## src/design/ctf_pkg.sv

```systemverilog
// Shared types, constants and helper functions for the component transfer block.
`timescale 1ns / 1ps
`default_nettype none

package ctf_pkg;

    // Table capacity and the widths that follow from it.
    localparam int TABLE_ENTRIES = 8;
    localparam int IDX_W         = (TABLE_ENTRIES > 1) ? $clog2(TABLE_ENTRIES) : 1;
    localparam int N_W           = $clog2(TABLE_ENTRIES + 1);
    localparam int P_W           = 8 + N_W;

    // Fixed field widths.
    localparam int CHAN_W      = 8;
    localparam int COUNT_W     = 4;
    localparam int WORDS_W     = 64;
    localparam int Q88_W       = 16;
    localparam int PROD_W      = 25;
    localparam int LIN_W       = 26;
    localparam int CFG_IDX_W   = 3;
    localparam int CFG_DATA_W  = 64;

    // Configuration register indexes.
    typedef enum logic [CFG_IDX_W-1:0] {
        REG_MODE        = 3'd0,
        REG_TABLE_COUNT = 3'd1,
        REG_TABLE_WORDS = 3'd2,
        REG_SLOPE       = 3'd3,
        REG_INTERCEPT   = 3'd4
    } t_reg_idx;

    // Transfer curve selection.
    typedef enum logic [1:0] {
        MODE_IDENTITY = 2'd0,
        MODE_TABLE    = 2'd1,
        MODE_DISCRETE = 2'd2,
        MODE_LINEAR   = 2'd3
    } t_mode;

    // Decoded configuration seen by the datapath.
    typedef struct packed {
        t_mode              mode;
        logic [N_W-1:0]     n;
        logic [WORDS_W-1:0] words;
        logic [Q88_W-1:0]   slope;
        logic [Q88_W-1:0]   intercept;
    } t_cfg;

    // Request moving from the index stages to the blend stages.
    typedef struct packed {
        logic              valid;
        logic              bad;
        logic              linear;
        logic [CHAN_W-1:0] a;
        logic [CHAN_W-1:0] b;
        logic [CHAN_W-1:0] r;
        logic [LIN_W-1:0]  lin;
    } t_s2;

    // Exact floor(v / 255) for v below 65280, where the quotient fits in a byte.
    function automatic logic [7:0] div255(input logic [15:0] v);
        logic [16:0] t;
        t = {1'b0, v} + {9'b0, v[15:8]} + 17'd1;
        return t[15:8];
    endfunction

    // One byte of the packed table.
    function automatic logic [CHAN_W-1:0] table_byte(input logic [WORDS_W-1:0] w,
                                                     input logic [IDX_W-1:0] k);
        return w[k*CHAN_W +: CHAN_W];
    endfunction

endpackage

`default_nettype wire

```

## src/design/ctf_in_if.sv

```systemverilog
// Input channel interface: one channel value per request.
`timescale 1ns / 1ps
`default_nettype none

interface ctf_in_if;
    logic       valid;
    logic       ready;
    logic [7:0] channel_in;

    modport source (output valid, output channel_in, input ready);
    modport sink   (input valid, input channel_in, output ready);
endinterface

`default_nettype wire

```

## src/design/ctf_out_if.sv

```systemverilog
// Output channel interface: one transformed value and its error flag per request.
`timescale 1ns / 1ps
`default_nettype none

interface ctf_out_if;
    logic       valid;
    logic       ready;
    logic [7:0] channel_out;
    logic       bad_table;

    modport source (output valid, output channel_out, output bad_table, input ready);
    modport sink   (input valid, input channel_out, input bad_table, output ready);
endinterface

`default_nettype wire

```

## src/design/ctf_cfg_if.sv

```systemverilog
// Configuration write channel interface: register index and write data.
`timescale 1ns / 1ps
`default_nettype none

interface ctf_cfg_if;
    logic        valid;
    logic        ready;
    logic [2:0]  index;
    logic [63:0] data;

    modport source (output valid, output index, output data, input ready);
    modport sink   (input valid, input index, input data, output ready);
endinterface

`default_nettype wire

```

## src/design/ctf_cfg.sv

```systemverilog
// Configuration register file with the table count clamped to capacity.
`timescale 1ns / 1ps
`default_nettype none

module ctf_cfg (
    input  wire            i_clk,
    input  wire            i_rst_n,
    ctf_cfg_if.sink        i_cfg,
    output ctf_pkg::t_cfg  o_cfg
);
    import ctf_pkg::*;

    t_mode              r_mode;
    logic [COUNT_W-1:0] r_count;
    logic [WORDS_W-1:0] r_words;
    logic [Q88_W-1:0]   r_slope;
    logic [Q88_W-1:0]   r_intercept;

    // Writes are always taken.
    assign i_cfg.ready = 1'b1;

    // Register writes; unknown indexes are ignored.
    always_ff @(posedge i_clk) begin
        if (!i_rst_n) begin
            r_mode      <= MODE_IDENTITY;
            r_count     <= '0;
            r_words     <= '0;
            r_slope     <= 16'sd256;
            r_intercept <= '0;
        end else if (i_cfg.valid) begin
            unique case (i_cfg.index)
                REG_MODE:        r_mode      <= t_mode'(i_cfg.data[1:0]);
                REG_TABLE_COUNT: r_count     <= i_cfg.data[COUNT_W-1:0];
                REG_TABLE_WORDS: r_words     <= i_cfg.data[WORDS_W-1:0];
                REG_SLOPE:       r_slope     <= i_cfg.data[Q88_W-1:0];
                REG_INTERCEPT:   r_intercept <= i_cfg.data[Q88_W-1:0];
                default: begin
                end
            endcase
        end
    end

    // A count above capacity acts as a full table.
    always_comb begin
        o_cfg.mode      = r_mode;
        o_cfg.words     = r_words;
        o_cfg.slope     = r_slope;
        o_cfg.intercept = r_intercept;
        if (r_count > COUNT_W'(TABLE_ENTRIES)) begin
            o_cfg.n = N_W'(TABLE_ENTRIES);
        end else begin
            o_cfg.n = r_count[N_W-1:0];
        end
    end

endmodule

`default_nettype wire

```

## src/design/ctf_index.sv

```systemverilog
// Stages one and two: scaled position, segment index, remainder and linear sum.
`timescale 1ns / 1ps
`default_nettype none

module ctf_index (
    input  wire            i_clk,
    input  wire            i_rst_n,
    input  ctf_pkg::t_cfg  i_cfg,
    ctf_in_if.sink         i_in,
    output ctf_pkg::t_s2   o_s2,
    input  wire            i_s2_ready
);
    import ctf_pkg::*;

    // Stage one registers.
    logic                 r_v1;
    logic [CHAN_W-1:0]    r_x1;
    logic [P_W-1:0]       r_p1;
    logic [PROD_W-1:0]    r_prod1;
    logic                 r_bad1;

    // Stage two register.
    t_s2                  r_s2;

    logic                 n_rdy1;
    logic                 n_rdy2;
    logic [N_W-1:0]       n_mult;
    logic [P_W-1:0]       n_p;
    logic [PROD_W-1:0]    n_prod;
    logic                 n_bad;
    logic [7:0]           n_kq8;
    logic [N_W-1:0]       n_kq;
    logic [N_W-1:0]       n_nm1;
    logic [N_W-1:0]       n_ksel;
    logic [N_W:0]         n_ks1;
    logic [N_W-1:0]       n_k2;
    logic [P_W-1:0]       n_rem;
    logic [LIN_W-1:0]     n_lin;
    t_s2                  n_s2;

    // A stage loads when it is empty or its content moves on.
    assign n_rdy2     = !r_s2.valid || i_s2_ready;
    assign n_rdy1     = !r_v1 || n_rdy2;
    assign i_in.ready = n_rdy1;

    // Stage one: multiply by the segment count and by the slope.
    always_comb begin
        if (i_cfg.mode == MODE_TABLE) begin
            n_mult = i_cfg.n - N_W'(1);
        end else begin
            n_mult = i_cfg.n;
        end
        n_p    = {{N_W{1'b0}}, i_in.channel_in} * {{CHAN_W{1'b0}}, n_mult};
        n_prod = PROD_W'($signed({{(PROD_W-Q88_W){i_cfg.slope[Q88_W-1]}}, i_cfg.slope})
                 * $signed({{(PROD_W-CHAN_W){1'b0}}, i_in.channel_in}));
        n_bad  = ((i_cfg.mode == MODE_TABLE) && (i_cfg.n < N_W'(2)))
              || ((i_cfg.mode == MODE_DISCRETE) && (i_cfg.n == '0));
    end

    always_ff @(posedge i_clk) begin
        if (!i_rst_n) begin
            r_v1 <= 1'b0;
        end else if (n_rdy1) begin
            r_v1 <= i_in.valid;
        end
    end

    always_ff @(posedge i_clk) begin
        if (n_rdy1) begin
            r_x1    <= i_in.channel_in;
            r_p1    <= n_p;
            r_prod1 <= n_prod;
            r_bad1  <= n_bad;
        end
    end

    // Stage two: segment index, remainder, table bytes and linear sum.
    always_comb begin
        n_kq8 = div255({{(16-P_W){1'b0}}, r_p1});
        n_kq  = n_kq8[N_W-1:0];
        n_nm1 = i_cfg.n - N_W'(1);
        if ((i_cfg.mode == MODE_DISCRETE) && (n_kq > n_nm1)) begin
            n_ksel = n_nm1;
        end else begin
            n_ksel = n_kq;
        end
        n_ks1 = {1'b0, n_ksel} + (N_W+1)'(1);
        if (n_ks1 < {1'b0, i_cfg.n}) begin
            n_k2 = n_ks1[N_W-1:0];
        end else begin
            n_k2 = n_nm1;
        end
        n_rem = r_p1 - ({n_kq, 8'b0} - {8'b0, n_kq});
        n_lin = {r_prod1[PROD_W-1], r_prod1}
              + ({{2{i_cfg.intercept[Q88_W-1]}}, i_cfg.intercept, 8'b0}
                 - {{10{i_cfg.intercept[Q88_W-1]}}, i_cfg.intercept});

        n_s2.valid  = r_v1;
        n_s2.bad    = r_bad1;
        n_s2.linear = (i_cfg.mode == MODE_LINEAR);
        n_s2.lin    = n_lin;
        n_s2.a      = r_x1;
        n_s2.b      = r_x1;
        n_s2.r      = '0;
        if (!r_bad1) begin
            unique case (i_cfg.mode)
                MODE_TABLE: begin
                    n_s2.a = table_byte(i_cfg.words, n_ksel[IDX_W-1:0]);
                    n_s2.b = table_byte(i_cfg.words, n_k2[IDX_W-1:0]);
                    n_s2.r = n_rem[CHAN_W-1:0];
                end
                MODE_DISCRETE: begin
                    n_s2.a = table_byte(i_cfg.words, n_ksel[IDX_W-1:0]);
                    n_s2.b = table_byte(i_cfg.words, n_ksel[IDX_W-1:0]);
                end
                default: begin
                end
            endcase
        end
    end

    always_ff @(posedge i_clk) begin
        if (!i_rst_n) begin
            r_s2.valid <= 1'b0;
        end else if (n_rdy2) begin
            r_s2.valid <= n_s2.valid;
        end
    end

    always_ff @(posedge i_clk) begin
        if (n_rdy2) begin
            r_s2.bad    <= n_s2.bad;
            r_s2.linear <= n_s2.linear;
            r_s2.a      <= n_s2.a;
            r_s2.b      <= n_s2.b;
            r_s2.r      <= n_s2.r;
            r_s2.lin    <= n_s2.lin;
        end
    end

    assign o_s2 = r_s2;

    // The remainder of a division by 255 never reaches 255.
    a_rem_range: assert property (@(posedge i_clk) disable iff (!i_rst_n)
        r_s2.valid |-> (r_s2.r != 8'd255))
        else $error("segment remainder out of range");

endmodule

`default_nettype wire

```

## src/design/ctf_blend.sv

```systemverilog
// Stages three and four: interpolation blend, linear clamp and output register.
`timescale 1ns / 1ps
`default_nettype none

module ctf_blend (
    input  wire            i_clk,
    input  wire            i_rst_n,
    input  ctf_pkg::t_s2   i_s2,
    output logic           o_s2_ready,
    ctf_out_if.source      o_out
);
    import ctf_pkg::*;

    // Stage three registers.
    logic              r_v3;
    logic [15:0]       r_v3_sum;
    logic [CHAN_W-1:0] r_lin3;
    logic              r_linear3;
    logic              r_bad3;

    // Stage four (output) registers.
    logic              r_v4;
    logic [CHAN_W-1:0] r_out4;
    logic              r_bad4;

    logic              n_rdy3;
    logic              n_rdy4;
    logic [15:0]       n_sum;
    logic [CHAN_W-1:0] n_lin;
    logic [CHAN_W-1:0] n_out;

    assign n_rdy4     = !r_v4 || o_out.ready;
    assign n_rdy3     = !r_v3 || n_rdy4;
    assign o_s2_ready = n_rdy3;

    // Stage three: weighted sum of the two bytes and the clamped linear value.
    always_comb begin
        n_sum = ({8'b0, i_s2.a} * {8'b0, 8'd255 - i_s2.r})
              + ({8'b0, i_s2.b} * {8'b0, i_s2.r});
        if (i_s2.lin[LIN_W-1] || (i_s2.lin == '0)) begin
            n_lin = '0;
        end else if (i_s2.lin[LIN_W-2:16] != '0) begin
            n_lin = 8'd255;
        end else begin
            n_lin = i_s2.lin[15:8];
        end
    end

    always_ff @(posedge i_clk) begin
        if (!i_rst_n) begin
            r_v3 <= 1'b0;
        end else if (n_rdy3) begin
            r_v3 <= i_s2.valid;
        end
    end

    always_ff @(posedge i_clk) begin
        if (n_rdy3) begin
            r_v3_sum  <= n_sum;
            r_lin3    <= n_lin;
            r_linear3 <= i_s2.linear;
            r_bad3    <= i_s2.bad;
        end
    end

    // Stage four: divide the blend by 255 and pick the result.
    assign n_out = r_linear3 ? r_lin3 : div255(r_v3_sum);

    always_ff @(posedge i_clk) begin
        if (!i_rst_n) begin
            r_v4 <= 1'b0;
        end else if (n_rdy4) begin
            r_v4 <= r_v3;
        end
    end

    always_ff @(posedge i_clk) begin
        if (n_rdy4) begin
            r_out4 <= n_out;
            r_bad4 <= r_bad3;
        end
    end

    assign o_out.valid       = r_v4;
    assign o_out.channel_out = r_out4;
    assign o_out.bad_table   = r_bad4;

    // A short table passes the value through unblended.
    a_bad_passthru: assert property (@(posedge i_clk) disable iff (!i_rst_n)
        (i_s2.valid && i_s2.bad) |-> ((i_s2.r == '0) && (i_s2.a == i_s2.b)))
        else $error("short table request is not a pass-through");

    // The blend never exceeds full scale squared.
    a_sum_range: assert property (@(posedge i_clk) disable iff (!i_rst_n)
        (r_v3 && !r_linear3) |-> (r_v3_sum <= 16'd65025))
        else $error("blend sum out of range");

    // A stalled stage three keeps its request.
    a_s3_hold: assert property (@(posedge i_clk) disable iff (!i_rst_n)
        (r_v3 && !n_rdy4) |=> r_v3)
        else $error("stage three request lost under stall");

endmodule

`default_nettype wire

```

## src/design/component_transfer_function.sv

```systemverilog
// Top level of the component transfer block: config registers and four-stage pipeline.
`timescale 1ns / 1ps
`default_nettype none

// Channel     Direction  Payload                       Handshake
// i_in        sink       channel_in[7:0]               valid / ready
// o_out       source     channel_out[7:0], bad_table   valid / ready
// i_cfg       sink       index[2:0], data[63:0]        valid / ready (ready always high)
//
// Each value passes four register stages: scale, segment index, blend and divide
// by 255. Its result is presented from the stage four register, where it waits
// until the output takes it. One value is accepted every cycle while the output is not stalled.
// Each stage loads when it is empty or its content moves on, so a stalled output
// holds its result while earlier stages keep filling.
// Synchronous active-low reset clears the valid bits and loads the register reset values.

module component_transfer_function (
    input  wire        i_clk,
    input  wire        i_rst_n,
    ctf_in_if.sink     i_in,
    ctf_out_if.source  o_out,
    ctf_cfg_if.sink    i_cfg
);
    import ctf_pkg::*;

    t_cfg  w_cfg;
    t_s2   w_s2;
    logic  w_s2_ready;

    ctf_cfg u_cfg (
        .i_clk   (i_clk),
        .i_rst_n (i_rst_n),
        .i_cfg   (i_cfg),
        .o_cfg   (w_cfg)
    );

    ctf_index u_index (
        .i_clk      (i_clk),
        .i_rst_n    (i_rst_n),
        .i_cfg      (w_cfg),
        .i_in       (i_in),
        .o_s2       (w_s2),
        .i_s2_ready (w_s2_ready)
    );

    ctf_blend u_blend (
        .i_clk      (i_clk),
        .i_rst_n    (i_rst_n),
        .i_s2       (w_s2),
        .o_s2_ready (w_s2_ready),
        .o_out      (o_out)
    );

endmodule

`default_nettype wire
```

## src/flat_wrapper.sv

```systemverilog
// flat-port wrapper written by rule: the top's interface ports become plain ports
module component_transfer_function_flat import ctf_pkg::*;
  (i_clk, i_rst_n, i_in_valid, i_in_channel_in, i_in_ready, o_out_valid, o_out_channel_out, o_out_bad_table, o_out_ready, i_cfg_valid, i_cfg_index, i_cfg_data, i_cfg_ready);
  ctf_in_if i_in_i ();
  ctf_out_if o_out_i ();
  ctf_cfg_if i_cfg_i ();
  input  wire i_clk;
  input  wire i_rst_n;
  input wire logic [$bits(i_in_i.valid)-1:0] i_in_valid;
  input wire logic [$bits(i_in_i.channel_in)-1:0] i_in_channel_in;
  output wire logic [$bits(i_in_i.ready)-1:0] i_in_ready;
  output wire logic [$bits(o_out_i.valid)-1:0] o_out_valid;
  output wire logic [$bits(o_out_i.channel_out)-1:0] o_out_channel_out;
  output wire logic [$bits(o_out_i.bad_table)-1:0] o_out_bad_table;
  input wire logic [$bits(o_out_i.ready)-1:0] o_out_ready;
  input wire logic [$bits(i_cfg_i.valid)-1:0] i_cfg_valid;
  input wire logic [$bits(i_cfg_i.index)-1:0] i_cfg_index;
  input wire logic [$bits(i_cfg_i.data)-1:0] i_cfg_data;
  output wire logic [$bits(i_cfg_i.ready)-1:0] i_cfg_ready;
  assign i_in_i.valid = i_in_valid;
  assign i_in_i.channel_in = i_in_channel_in;
  assign i_in_ready = i_in_i.ready;
  assign o_out_valid = o_out_i.valid;
  assign o_out_channel_out = o_out_i.channel_out;
  assign o_out_bad_table = o_out_i.bad_table;
  assign o_out_i.ready = o_out_ready;
  assign i_cfg_i.valid = i_cfg_valid;
  assign i_cfg_i.index = i_cfg_index;
  assign i_cfg_i.data = i_cfg_data;
  assign i_cfg_ready = i_cfg_i.ready;
  component_transfer_function u_core (.i_clk(i_clk), .i_rst_n(i_rst_n), .i_in(i_in_i), .o_out(o_out_i), .i_cfg(i_cfg_i));
endmodule
```

## config.mk

```make
export PLATFORM = sky130hd
export DESIGN_NAME = component_transfer_function_flat
export DESIGN_NICKNAME = d
export VERILOG_FILES = /design/src/design/ctf_pkg.sv /design/src/design/ctf_in_if.sv /design/src/design/ctf_out_if.sv /design/src/design/ctf_cfg_if.sv /design/src/design/ctf_cfg.sv /design/src/design/ctf_index.sv /design/src/design/ctf_blend.sv /design/src/design/component_transfer_function.sv /design/src/flat_wrapper.sv
export SDC_FILE = /design/constraint.sdc
export NUM_CORES = 1
export LEC_CHECK = 0
export BUFFER_PORTS_ARGS = -buffer_cell sky130_fd_sc_hd__buf_2
export CAP_MARGIN = 20
export CORE_MARGIN = 2
export CORE_UTILIZATION = 55
export DETAILED_ROUTE_END_ITERATION = 6
export PLACE_DENSITY = 0.75
export SKIP_CTS_REPAIR_TIMING = 1
export SLEW_MARGIN = 15
export SYNTH_ARGS = -nofsm -noshare
export SYNTH_HDL_FRONTEND = slang
export SYNTH_SLANG_ARGS = --single-unit
```

## constraint.sdc

```tcl
create_clock -name i_clk -period 5.9 [get_ports i_clk]
set_input_delay 0.885 -clock i_clk [delete_from_list [all_inputs] [get_ports i_clk]]
set_output_delay 0.885 -clock i_clk [all_outputs]
set_load 0.02 [all_outputs]
```

-- Word-level counts from Yosys, hierarchy flattened
Cells that the tools add are included.
- bits in registers: 239
- output and inout port bits: 12
- word-level logic and storage cells: 87
- add/sub/neg operators: 12
- $mul: 4
- order comparisons: 4
- eq/ne operators: 7
- shifts and indexed selects: 2
- muxes and demuxes: 9
- bitwise operators: 1
- reductions and logical operators: 23
- operator list (kind ; count):
    $shiftx 64x7->8 ; 2
    $mul 8x8->16 ; 2
    $pmux 16 s2 ; 1
    $add 25x25->26 ; 1
    $logic_not 26->1 ; 1
    $mul 16x9->25 ; 1
    $sub 24x16->25 ; 1
    $mux 24 ; 1
    $mux 8 ; 3
    $add 16x1->16 const B ; 1
    $add 16x16->16 ; 1
    $add 16x8->16 ; 1
    $add 12x1->12 const B ; 1
    $add 12x4->12 ; 1
    $mul 8x4->12 ; 1
    $mux 4 ; 3
    $reduce_and 2->1 ; 5
    $reduce_bool 9->1 ; 1
    $sub 8x8->8 ; 1
    $sub 8x8->8 const A ; 1
    $eq 3x2->1 const B ; 2
    $logic_or 1x1->1 ; 6
    $add 4x1->5 const B ; 1
    $lt 5x4->1 ; 1
    other kinds (16) ; 22

-- Depth between registers and ports, before layout
Gate-level depths: netlist (run 1).
- depth in word-level cells: 12
- gate-level depth with buffers: 27
- depth with buffers taken out: 25

-- Cells and area by module
From an unflattened synthesis (run 1), not the netlist that was laid out.
- cells, all modules: 2333
- area total of the unflattened synthesis: 22570.4 µm²
- by module, submodules not included (module ; instances ; cells an instance ; area an instance (µm²) ; sequential area each (µm²)):
    ctf_index ; 1 ; 1297 ; 12458.2 ; 2982.9
    ctf_blend ; 1 ; 623 ; 6078.3 ; 1091.0
    ctf_cfg ; 1 ; 413 ; 4033.9 ; 2042.0

-- Worst setup path before layout (run 1)
OpenSTA, ideal clock, no wires.
- kind: register -> register
- start point: register u_core.u_index.r_p1[9]
- end point: register u_core.u_index.r_s2 (netlist bit u_core.u_index.o_s2[36]) (data pin)
- setup time: 0.256 ns
- arrival time: 5.631 ns
- data required time: 5.644 ns
- path slack: 0.013 ns
- cell stages (with the launch flop): 25
- period minus slack after synthesis: 5.887 ns
- path through: edfxtp_1 > ha_1 > o21ai_1 > o2bb2ai_2 > nor3b_1 > nand3_1 > xor2_1 > inv_1 > ha_1 > a21oi_1 > a21o_1 > mux2i_2 > buf_6 > ha_1 > xnor2_2 > inv_2 > ha_1 > or4_1 > a211o_1 > a32o_1 > a21oi_4 > buf_6 > mux2i_1 > o21bai_1 > a41o_1
- RTL lines (item ; line ; source):
    start, declared ; ctf_index.sv:18 ; logic [P_W-1:0] r_p1;
    start signal, assigned ; ctf_index.sv:71 ; r_p1 <= n_p;
    end, declared ; ctf_index.sv:23 ; t_s2 r_s2;

==> flow_summary.json, run 1 <==
{
  "ant_nets": 0,
  "yosys.area_share.simple": 0.165,
  "p_per_area_nw_per_um2": 311,
  "crit_type": "reg -> reg",
  "arrival_ps": 6090,
  "wl_per_cell_microns": 17.0,
  "grt.met2_usage": 0.410,
  "worstReg2RegStart": "u_core.u_index.r_p1[11]",
  "layout_min_cycle_time_ps": 5780,
  "slew_violations": 0,
  "synthAdderAreaFrac": 0.317,
  "leakage_nw": 11.2,
  "synth_warnings": 0,
  "critPathMaxStageDelay_ps": 530,
  "use_met3": 0.0458,
  "synth_seq_cells": 239,
  "clkSinkCount": 239,
  "hold_viol": 0,
  "synth_edf_count": 133,
  "h-tree-depth": 1,
  "slowest_stage": "or4_1",
  "firstDrtPassIters": 5,
  "area_delta_synth_final_pct": 10.9,
  "synth.top_cell.area_share": 0.206,
  "num_rows": 73,
  "synth_top_area_cell": "fa_1",
  "diodes": 0,
  "hold_slack_ps": 426,
  "grt_antenna_before_repair": 1,
  "via_count": 16062,
  "finalSetupViolations": 0,
  "synth_xor_area_frac": 0.0373,
  "synthMuxAreaShare": 0.0290,
  "first_iter_violations": 750,
  "drive_gt1_frac": 0.101,
  "min_period_over_period": 0.980,
  "maxCapViolCount": 0,
  "holdPathEnd": "u_core.u_blend.r_linear3",
  "gp_congestion": 0.904,
  "cts.reportedPaths.clkPinSlew_ps": 70,
  "ir_worst_vdd_v": 0.000259,
  "synth.distinct_cells": 67,
  "fin_worst_skew_ps": 7.99,
  "reg2reg_depth": 23,
  "cts_tree": "built",
  "cp.required_ps": 6210,
  "die_area_sq_um": 41600,
  "ys.flop_type": "edfxtp_1",
  "use_met1": 0.326,
  "critPathTopFamily": "compound AO/OA/AOI/OAI gates",
  "synth_compound_area_frac": 0.0962,
  "clock.fmax_mhz": 173,
  "hp-start": "u_core.u_index.o_s2[50]",
  "synth_fp_nets": 2810,
  "die_w_microns": 204,
  "grt_pass1_vias": 16403,
  "reg2reg_to": "u_core.u_index.o_s2[38]",
  "syn_inst": 2308,
  "grt_max_degree": 70,
  "cp_num_buf_inv": 3,
  "outcome": "completed",
  "grt_most_used_layer": "met2",
  "total_power_w": 0.00760,
  "totalWireLength_microns": 50300,
  "yosysSeqAreaShare": 0.278,
  "initial_core_util": 0.555,
  "port_buffers": 90,
  "syn_area_per_cell_sq_um": 9.54,
  "drc": 0,
  "core_area_sq_um": 39600,
  "cts_buffers": 28,
  "slew_headroom": 0.327,
  "regToRegSetupSlack_ps": 120,
  "hp-class": "reg -> reg",
  "ys_top_cells_by_area": "fa_1 (21%), edfxtp_1 (18%), ha_1 (11%)",
  "io_pins": 92,
  "crit_chain": "ha_2 > o21a_1 > o2bb2ai_4 > nor3b_4 > xnor2_2 > inv_1 > ha_1 > nor2b_1 > o211ai_1 > a21o_2 > mux2i_4 > buf_6 > nand3_1 > xnor2_1 > ha_1 > or4_1 > a211o_1 > a32o_2 > a21oi_4 > buf_12 > mux2i_1 > o21bai_1 > a41o_1",
  "nNetsFinal": 2906,
  "viasPerCell": 5.44,
  "async_flop_share": 0,
  "fillers": 3356,
  "worstSetupStartpointType": "flip-flop",
  "tightest_slew_ps": 1010,
  "critical_path_depth": 23,
  "track_usage": 0.245,
  "grt_pass1_wl_microns": 81600,
  "cts_root_buf": "clkbuf_16",
  "synth_top_family_by_area": "adder cells",
  "clockBufferDepth": 3,
  "crit_path_end_kind": "flip-flop",
  "clk-insertion-delay-late_ps": 550,
  "overflow": 0,
  "die_height_microns": 204,
  "worst-path-max-fanout": 8,
  "syn_area_sq_um": 22000,
  "min_path_cells": 0,
  "place.detailed.hpwl_microns": 39300,
  "critPathMostFrequentCell": "ha_1"
}
[through the flow]
stage                      util  cell area, sq um  TNS [ps]  worst slack, ps  instances
final                     0.616             24400         0              121       2951
after global routing      0.616             24400      -310            -51.8       2951
after CTS                 0.607             24100     -1160             -187       2932
after detailed placement  0.582             23100      -811             -116       2880
after global placement    0.582             23100         0             69.9       2880
after floorplan               -             22000         0             13.1       2308
[worst max path at each step]
stage                                 start                 endpoint  slack (ps)
floorplan            u_core.u_index.r_p1[9]  u_core.u_index.o_s2[36]          10
global placement    u_core.u_index.r_p1[11]  u_core.u_index.o_s2[37]          70
detailed placement   u_core.u_index.r_p1[1]  u_core.u_index.o_s2[40]        -120
CTS                  u_core.u_index.r_p1[1]  u_core.u_index.o_s2[37]        -190
global route        u_core.u_index.r_p1[11]  u_core.u_index.o_s2[37]         -50
finish              u_core.u_index.r_p1[11]  u_core.u_index.o_s2[38]         120
[cells by family after synthesis]
kind of cell	Yosys count
DFF	239
other	2
adders and majority gates	422
buffers and inverters	440
muxes	42
and+or+nand+nor	768
xor gates and xnor gates	92
AOI/OAI and AO/OA	303
[routing by layer]
layer	vias to the layer above	routed length [microns]
li1	7604	-
met1	7878	21700
met2	465	23700
met3	113	3410
met4	2	1490
met5	-	12
[sequential cells by signal, indices dropped and copies added, names as in the netlist]
register and flops:
u_core.u_index.o_s2 53, u_core.u_index.r_prod1 25, u_core.u_blend.o_out.valid 1, u_core.u_blend.r_lin3 8
u_core.u_cfg.r_mode 2, u_core.u_blend.o_out.bad_table 1, u_core.u_blend.r_v3 1, u_core.u_blend.o_out.channel_out 8
u_core.u_index.r_v1 1, u_core.u_index.r_bad1 1, u_core.u_cfg.r_words 64, u_core.u_blend.r_bad3 1
u_core.u_cfg.r_slope 16, u_core.u_index.r_p1 12, u_core.u_cfg.r_intercept 16, u_core.u_blend.r_linear3 1
u_core.u_cfg.r_count 4, u_core.u_index.r_x1 8, u_core.u_blend.r_v3_sum 16
[layout by cell type, fill, tap and decap left out, drive strengths merged, types with 6 or more instances in the layout]
| cell type | Yosys | final |
|---|---|---|
| nand2b | 41 | 41 |
| o21a | 18 | 18 |
| nand3 | 41 | 41 |
| edfxtp | 133 | 133 |
| bufinv | 0 | 6 |
| mux4 | 16 | 16 |
| clkinv | 0 | 9 |
| fa | 227 | 227 |
| o21ai | 49 | 49 |
| or3 | 7 | 7 |
| o21bai | 18 | 18 |
| ha | 195 | 195 |
| nor3 | 15 | 15 |
| a41o | 9 | 9 |
| xor2 | 22 | 22 |
| buf | 12 | 138 |
| a21o | 16 | 16 |
| a21boi | 99 | 99 |
| nor2b | 60 | 60 |
| inv | 366 | 369 |
| a21oi | 56 | 56 |
| dfxtp | 106 | 106 |
| nand2 | 375 | 375 |
| and3 | 6 | 6 |
| xnor2 | 70 | 70 |
| and2 | 134 | 134 |
| nor2 | 68 | 68 |
| clkbuf | 62 | 35 |
| mux2i | 25 | 25 |
[synth_stat cells, drive strengths merged (49+ instances only)]
master,n
o21ai,49
xnor2,70
nor2b,60
edfxtp,133
and2,134
a21oi,56
a21boi,99
dfxtp,106
ha,195
clkbuf,62
nor2,68
nand2,375
fa,227
inv,366
[area by class of cell]
type / count / area, sq um / area share
Multi-Input combinational cell: 1629 / 14400 / 0.589
Sequential cell: 239 / 6120 / 0.250
Clock inverter: 19 / 267 / 0.0109
Clock buffer: 33 / 741 / 0.0303
Timing Repair Buffer: 140 / 893 / 0.0366
Tap cell: 525 / 657 / 0.0269
Inverter: 366 / 1380 / 0.0563
[where the power goes]
group	total (W)	switching, W	internal (W)
clock	0.00188	0.000712	0.00117
sequential	0.00236	0.000150	0.00221
combinational	0.00336	0.00182	0.00153
Note: power is estimated with default switching activity, not from simulation.
==> run 2: changes to the inputs <==
--- a/config.mk
+++ b/config.mk
@@ -12,6 +12,7 @@
 export DETAILED_ROUTE_END_ITERATION = 6
 export PLACE_DENSITY = 0.75
 export SKIP_CTS_REPAIR_TIMING = 1
+export SKIP_LAST_GASP = 1
 export SLEW_MARGIN = 15
 export SYNTH_ARGS = -nofsm -noshare
 export SYNTH_HDL_FRONTEND = slang
==> constraint.sdc (replaced) <==
create_clock -name i_clk -period 5.9 [get_ports i_clk]
set_input_delay 0.295 -clock i_clk [delete_from_list [all_inputs] [get_ports i_clk]]
set_output_delay 0.295 -clock i_clk [all_outputs]
set_load 0.02 [all_outputs]
==> run 2 against run 1 <==
Effect of this change: the run now ends with hold timing left; combinational power barely moved; non-clock buffer count up 11; first-iteration DRC count rose by 17%; hold slack lost 450 ps; register-to-register slack improved by 30 ps; via count shrank 0.50%; critical path type unchanged.
==> flow_summary.json, run 2 (same netlist as run 1, synthesis figures left out) <==
{
  "h-tree-depth": 1,
  "tightest_slew_ps": 1010,
  "hold_slack_ps": -25.6,
  "cp_num_buf_inv": 3,
  "final_common_cell": "nand2_1",
  "via_count": 15981,
  "cp.required_ps": 6220,
  "grt_pass1_wl_microns": 82500,
  "crit_chain": "ha_1 > o21a_1 > o2bb2ai_4 > or3_1 > and2_4 > inv_1 > ha_1 > nand4_1 > nand2_1 > a21o_4 > mux2i_4 > ha_4 > xnor2_4 > inv_2 > ha_1 > or4_1 > a211o_1 > a32o_1 > a21oi_4 > buf_12 > mux2i_2 > o21bai_1 > a41o_1",
  "worst-path-max-fanout": 7,
  "die_w_microns": 204,
  "critPathMaxStageDelay_ps": 510,
  "port_buffers": 90,
  "critPathTopFamily": "compound AO/OA/AOI/OAI gates",
  "cts_buffers": 28,
  "num_rows": 73,
  "grt_pass1_vias": 16246,
  "crit_type": "reg -> reg",
  "leakage_nw": 11.2,
  "slew_headroom": 0.326,
  "layout_min_cycle_time_ps": 5750,
  "grt.met2_usage": 0.416,
  "violations": "hold timing",
  "ant_nets": 0,
  "ir_worst_vdd_v": 0.000340,
  "largest_reg_flops": 64,
  "p_per_area_nw_per_um2": 305,
  "wl_per_cell_microns": 17.1,
  "clockBufferDepth": 3,
  "drive_gt1_frac": 0.0984,
  "nNetsFinal": 2918,
  "overflow": 0,
  "dp.cells": 2878,
  "outcome": "finished with violations",
  "hp-class": "in -> reg",
  "total_power_w": 0.00748,
  "io_pins": 92,
  "drc": 0,
  "hold_viol": 22,
  "critPathMostFrequentCell": "ha_1",
  "crit_path_end_kind": "flip-flop",
  "final_cell_mix": "nand2_1 (374), inv_1 (363), fa_1 (227)",
  "area_delta_synth_final_pct": 11.2,
  "cts_root_buf": "clkbuf_16",
  "firstDrtPassIters": 6,
  "post-route-util": 0.618,
  "fin_cells": 2963,
  "slowest_stage": "or4_1",
  "fin_worst_skew_ps": 22.0,
  "grt_most_used_layer": "met2",
  "clkSinkCount": 239,
  "core_area_sq_um": 39600,
  "grt_antenna_before_repair": 0,
  "slew_violations": 0,
  "clock.fmax_mhz": 174,
  "initial_core_util": 0.555,
  "totalWireLength_microns": 50700,
  "worstSetupStartpoint": "u_core.u_index.r_p1[11]",
  "finalSetupViolations": 0,
  "die_area_sq_um": 41600,
  "top_register": "u_core.u_cfg.r_words",
  "viasPerCell": 5.39,
  "place.detailed.hpwl_microns": 39300,
  "grt_max_degree": 107,
  "arrival_ps": 6070,
  "die_height_microns": 204,
  "clk-insertion-delay-late_ps": 560,
  "use_met3": 0.0413,
  "min_period_over_period": 0.975,
  "cts.reportedPaths.clkPinSlew_ps": 60,
  "worstSetupStartpointType": "flip-flop",
  "cts_tree": "built",
  "gp_congestion": 0.917,
  "worstReg2RegStart": "u_core.u_index.r_p1[11]",
  "diodes": 0,
  "maxCapViolCount": 0,
  "track_usage": 0.249,
  "use_met1": 0.341,
  "first_iter_violations": 875,
  "hp-start": "i_cfg_data[18]"
}
-- run 2: cell count changes in the layout (fill, tap and decap cells not counted), sizes merged --
cell | previous run | this run
inv | 369 | 366
bufinv | 6 | 2
clkinv | 9 | 7
clkbuf | 35 | 43
clkinvlp | 1 | 2
a22oi | 2 | 3
dlygate4sd3 | 0 | 11
-- run 2: layout make-up --
| type | instances | area (sq um) |
|---|---|---|
| sequential | 239 | 6120 |
| multi-input combinational | 1630 | 14400 |
| clock inverter | 11 | 121 |
| fill | 3299 | 15200 |
| clock buffer | 41 | 823 |
| timing repair buffer | 151 | 1010 |
| inverter | 366 | 1370 |
| tap | 525 | 657 |
-- run 2: worst min-delay path, stage by stage --
cell	delay, ps
buf_2	90
nand2_1	40
a21boi_0	60
-- run 2: stage by stage --
| stage | TNS [ps] | hold slack [ps] | setup WS, ps | instance area [sq um] |
|---|---|---|---|---|
| 2_1_floorplan | 0 | 394 | 13.1 | 22000 |
| 5_1_grt | -310 | 0.938 | -66.1 | 24500 |
| 6_report | 0 | -25.6 | 148 | 24500 |
| 3_3_place_gp | 0 | 413 | 114 | 23100 |
| 4_1_cts | -2300 | -37.1 | -312 | 24000 |
| 3_5_place_dp | -1580 | 412 | -219 | 23100 |
-- run 2: path summary, 6_finish.rpt --
check	end	slack (ps)	depth (start not counted)
setup / recovery	u_core.u_index.o_s2[39]	150	23
hold / removal	u_core.u_cfg.r_words[18]	-30	3
setup reg to reg	u_core.u_index.o_s2[39]	150	23
hold reg to reg	u_core.u_blend.r_linear3	430	0
-- run 2: layer usage --
| layer | vias to the layer above | wire length, microns |
|---|---|---|
| met1 | 7786 | 21900 |
| met2 | 470 | 23900 |
| met3 | 90 | 3670 |
| met5 | - | 0 |
| li1 | 7635 | - |
| met4 | 0 | 1190 |
-- run 2: where the power goes --
| part | total (W) | internal, W | switching [W] |
|---|---|---|---|
| Combinational | 0.00336 | 0.00154 | 0.00182 |
| Clock | 0.00175 | 0.00106 | 0.000697 |
| Sequential | 0.00236 | 0.00221 | 0.000153 |
==> run 3: changes to the inputs <==
--- a/config.mk
+++ b/config.mk
@@ -8,9 +8,9 @@
 export BUFFER_PORTS_ARGS = -buffer_cell sky130_fd_sc_hd__buf_2
 export CAP_MARGIN = 20
 export CORE_MARGIN = 2
-export CORE_UTILIZATION = 55
+export CORE_UTILIZATION = 24
 export DETAILED_ROUTE_END_ITERATION = 6
-export PLACE_DENSITY = 0.75
+export HOLD_SLACK_MARGIN = 0.15
 export SKIP_CTS_REPAIR_TIMING = 1
 export SKIP_LAST_GASP = 1
 export SLEW_MARGIN = 15
==> run 3 against run 2 <==
Effect of this change: die area is 130% higher; the flow now finishes without violations; critical endpoint is now u_core.u_index.o_s2[37]; worst setup slack better by 24 ps; sequential power is essentially flat; critical path depth is 2 higher; combinational power is 1% higher; largest power group unchanged; non-clock buffer count is 56 higher; clock skew grew 11 ps.
==> flow_summary.json, run 3 (same netlist as run 1, synthesis figures left out) <==
{
  "outcome": "completed",
  "viasPerCell": 4.33,
  "worst-path-max-fanout": 17,
  "layout_min_cycle_time_ps": 5730,
  "grt_max_degree": 107,
  "leakage_nw": 11.4,
  "drive_gt1_frac": 0.0994,
  "slew_violations": 0,
  "min_period_over_period": 0.971,
  "cp.required_ps": 6210,
  "worstSetupStartpointType": "flip-flop",
  "critPathMostFrequentCell": "ha_1",
  "total_power_w": 0.00758,
  "overflow": 0,
  "cp_num_buf_inv": 5,
  "cts.reportedPaths.clkPinSlew_ps": 60,
  "core_area_sq_um": 91200,
  "slew_headroom": 0.334,
  "final_common_cell": "nand2_1",
  "via_count": 15933,
  "drc": 0,
  "final_cell_mix": "nand2_1 (374), inv_1 (363), fa_1 (227)",
  "hold_viol": 0,
  "ant_nets": 0,
  "critPathTopFamily": "compound AO/OA/AOI/OAI gates",
  "min_path_cells": 3,
  "fin_worst_skew_ps": 32.6,
  "clockBufferDepth": 3,
  "h-tree-depth": 1,
  "cts_tree": "built",
  "die_area_sq_um": 94200,
  "port_buffers": 90,
  "io_pins": 92,
  "track_usage": 0.113,
  "p_per_area_nw_per_um2": 293,
  "grt_antenna_before_repair": 9,
  "critical_path_depth": 25,
  "area_delta_synth_final_pct": 17.6,
  "hp-class": "in -> reg",
  "slowest_stage": "or4_1",
  "num_rows": 111,
  "die_w_microns": 307,
  "first_iter_violations": 868,
  "critPathMaxStageDelay_ps": 520,
  "dp.cells": 3543,
  "ir_worst_vdd_v": 0.000231,
  "wl_per_cell_microns": 14.9,
  "grt_pass1_vias": 15467,
  "clk-insertion-delay-late_ps": 590,
  "top_register": "u_core.u_cfg.r_words",
  "tightest_slew_ps": 1000,
  "pwr-share-comb": 0.450,
  "regToRegSetupSlack_ps": 170,
  "cts_root_buf": "clkbuf_16",
  "die_height_microns": 307,
  "p_int_w": 0.00482,
  "finalSetupViolations": 0,
  "grt_pass1_wl_microns": 84600,
  "totalWireLength_microns": 54700,
  "fin_cells": 3683,
  "maxCapViolCount": 0,
  "gp_congestion": 0.846,
  "p_switching_w": 0.00276,
  "p_seq_frac": 0.313,
  "switching_share": 0.364,
  "nNetsFinal": 2974,
  "clkSinkCount": 239,
  "reg2reg_depth": 25,
  "initial_core_util": 0.241,
  "crit_path_end_kind": "flip-flop",
  "firstDrtPassIters": 5,
  "cts_buffers": 29,
  "largest_reg_flops": 64,
  "clock.fmax_mhz": 175,
  "crit_type": "reg -> reg",
  "place.detailed.hpwl_microns": 42800,
  "arrival_ps": 6040,
  "p_clk_frac": 0.237
}
## run 3: cell types whose count changed in the layout (fill, tap and decap cells not counted), sizes merged, moves of 3 or more
cell	change
inv	+4
clkbuf	-3
dlygate4sd3	+54
clkinv	+5
## run 3: layer usage
metal  vias up  GRT usage  wire length, microns
met1      7777      0.159                 26000
li1       7744          -                     -
met4        10     0.0275                  1350
met5         -          0                    60
met2       317      0.177                 24500
met3        85     0.0220                  2890
## run 3: worst reg2reg max path: stages, from the launching register on
cell and delay, ps:
edfxtp_1 420, ha_1 290, o21a_1 210, o2bb2ai_4 160
nor3b_2 80, xnor2_1 210, inv_1 70, ha_1 310
nor2b_1 140, o211ai_1 220, a21o_2 260, mux2i_4 330
buf_12 200, nand3_2 100, xnor2_1 150, ha_1 200
or4_1 520, a211o_1 300, a22oi_4 270, buf_6 170
a21oi_4 70, buf_4 170, clkbuf_16 150, nand2_1 80
nand3_1 80, a41o_1 280
## run 3: cell type report
type                            count  area [sq um]
Multi-Input combinational cell   1629         14400
Inverter                          366          1370
Timing Repair Buffer              207          1580
Clock inverter                     16           111
Fill cell                        9494         65400
Tap cell                         1186          1480
Antenna cell                        2          5.00
Clock buffer                       38           873
Sequential cell                   239          6120
## run 3: final timing paths
kind,startpoint,end
max,u_core.u_index.r_p1[10],u_core.u_index.o_s2[37]
min,o_out_ready,u_core.u_blend.o_out.valid
max reg2reg,u_core.u_index.r_p1[10],u_core.u_index.o_s2[37]
min reg2reg,u_core.u_blend.r_bad3,u_core.u_blend.o_out.bad_table
## run 3: power by group through the flow
stage	Combinational (W)	Clock (W)	Sequential [W]
floorplan	0.00259	0	0.00237
global placement	0.00329	0	0.00241
detailed placement	0.00333	0	0.00241
CTS	0.00335	0.00185	0.00238
global route	0.00389	0.00193	0.00240
finish	0.00341	0.00180	0.00237
## run 3: per-stage QoR
stage          setup slack [ps]  hold slack, ps   util  cell area [sq um]  setup TNS (ps)
3_5_place_dp               4.88             446  0.262              23900               0
3_3_place_gp               43.7             454  0.262              23900               0
6_report                    172             171  0.284              25900               0
5_1_grt                   -68.2             169  0.284              25900            -129
2_1_floorplan              13.1             394      -              22000               0
4_1_cts                   -51.5           -67.7  0.273              24900            -101
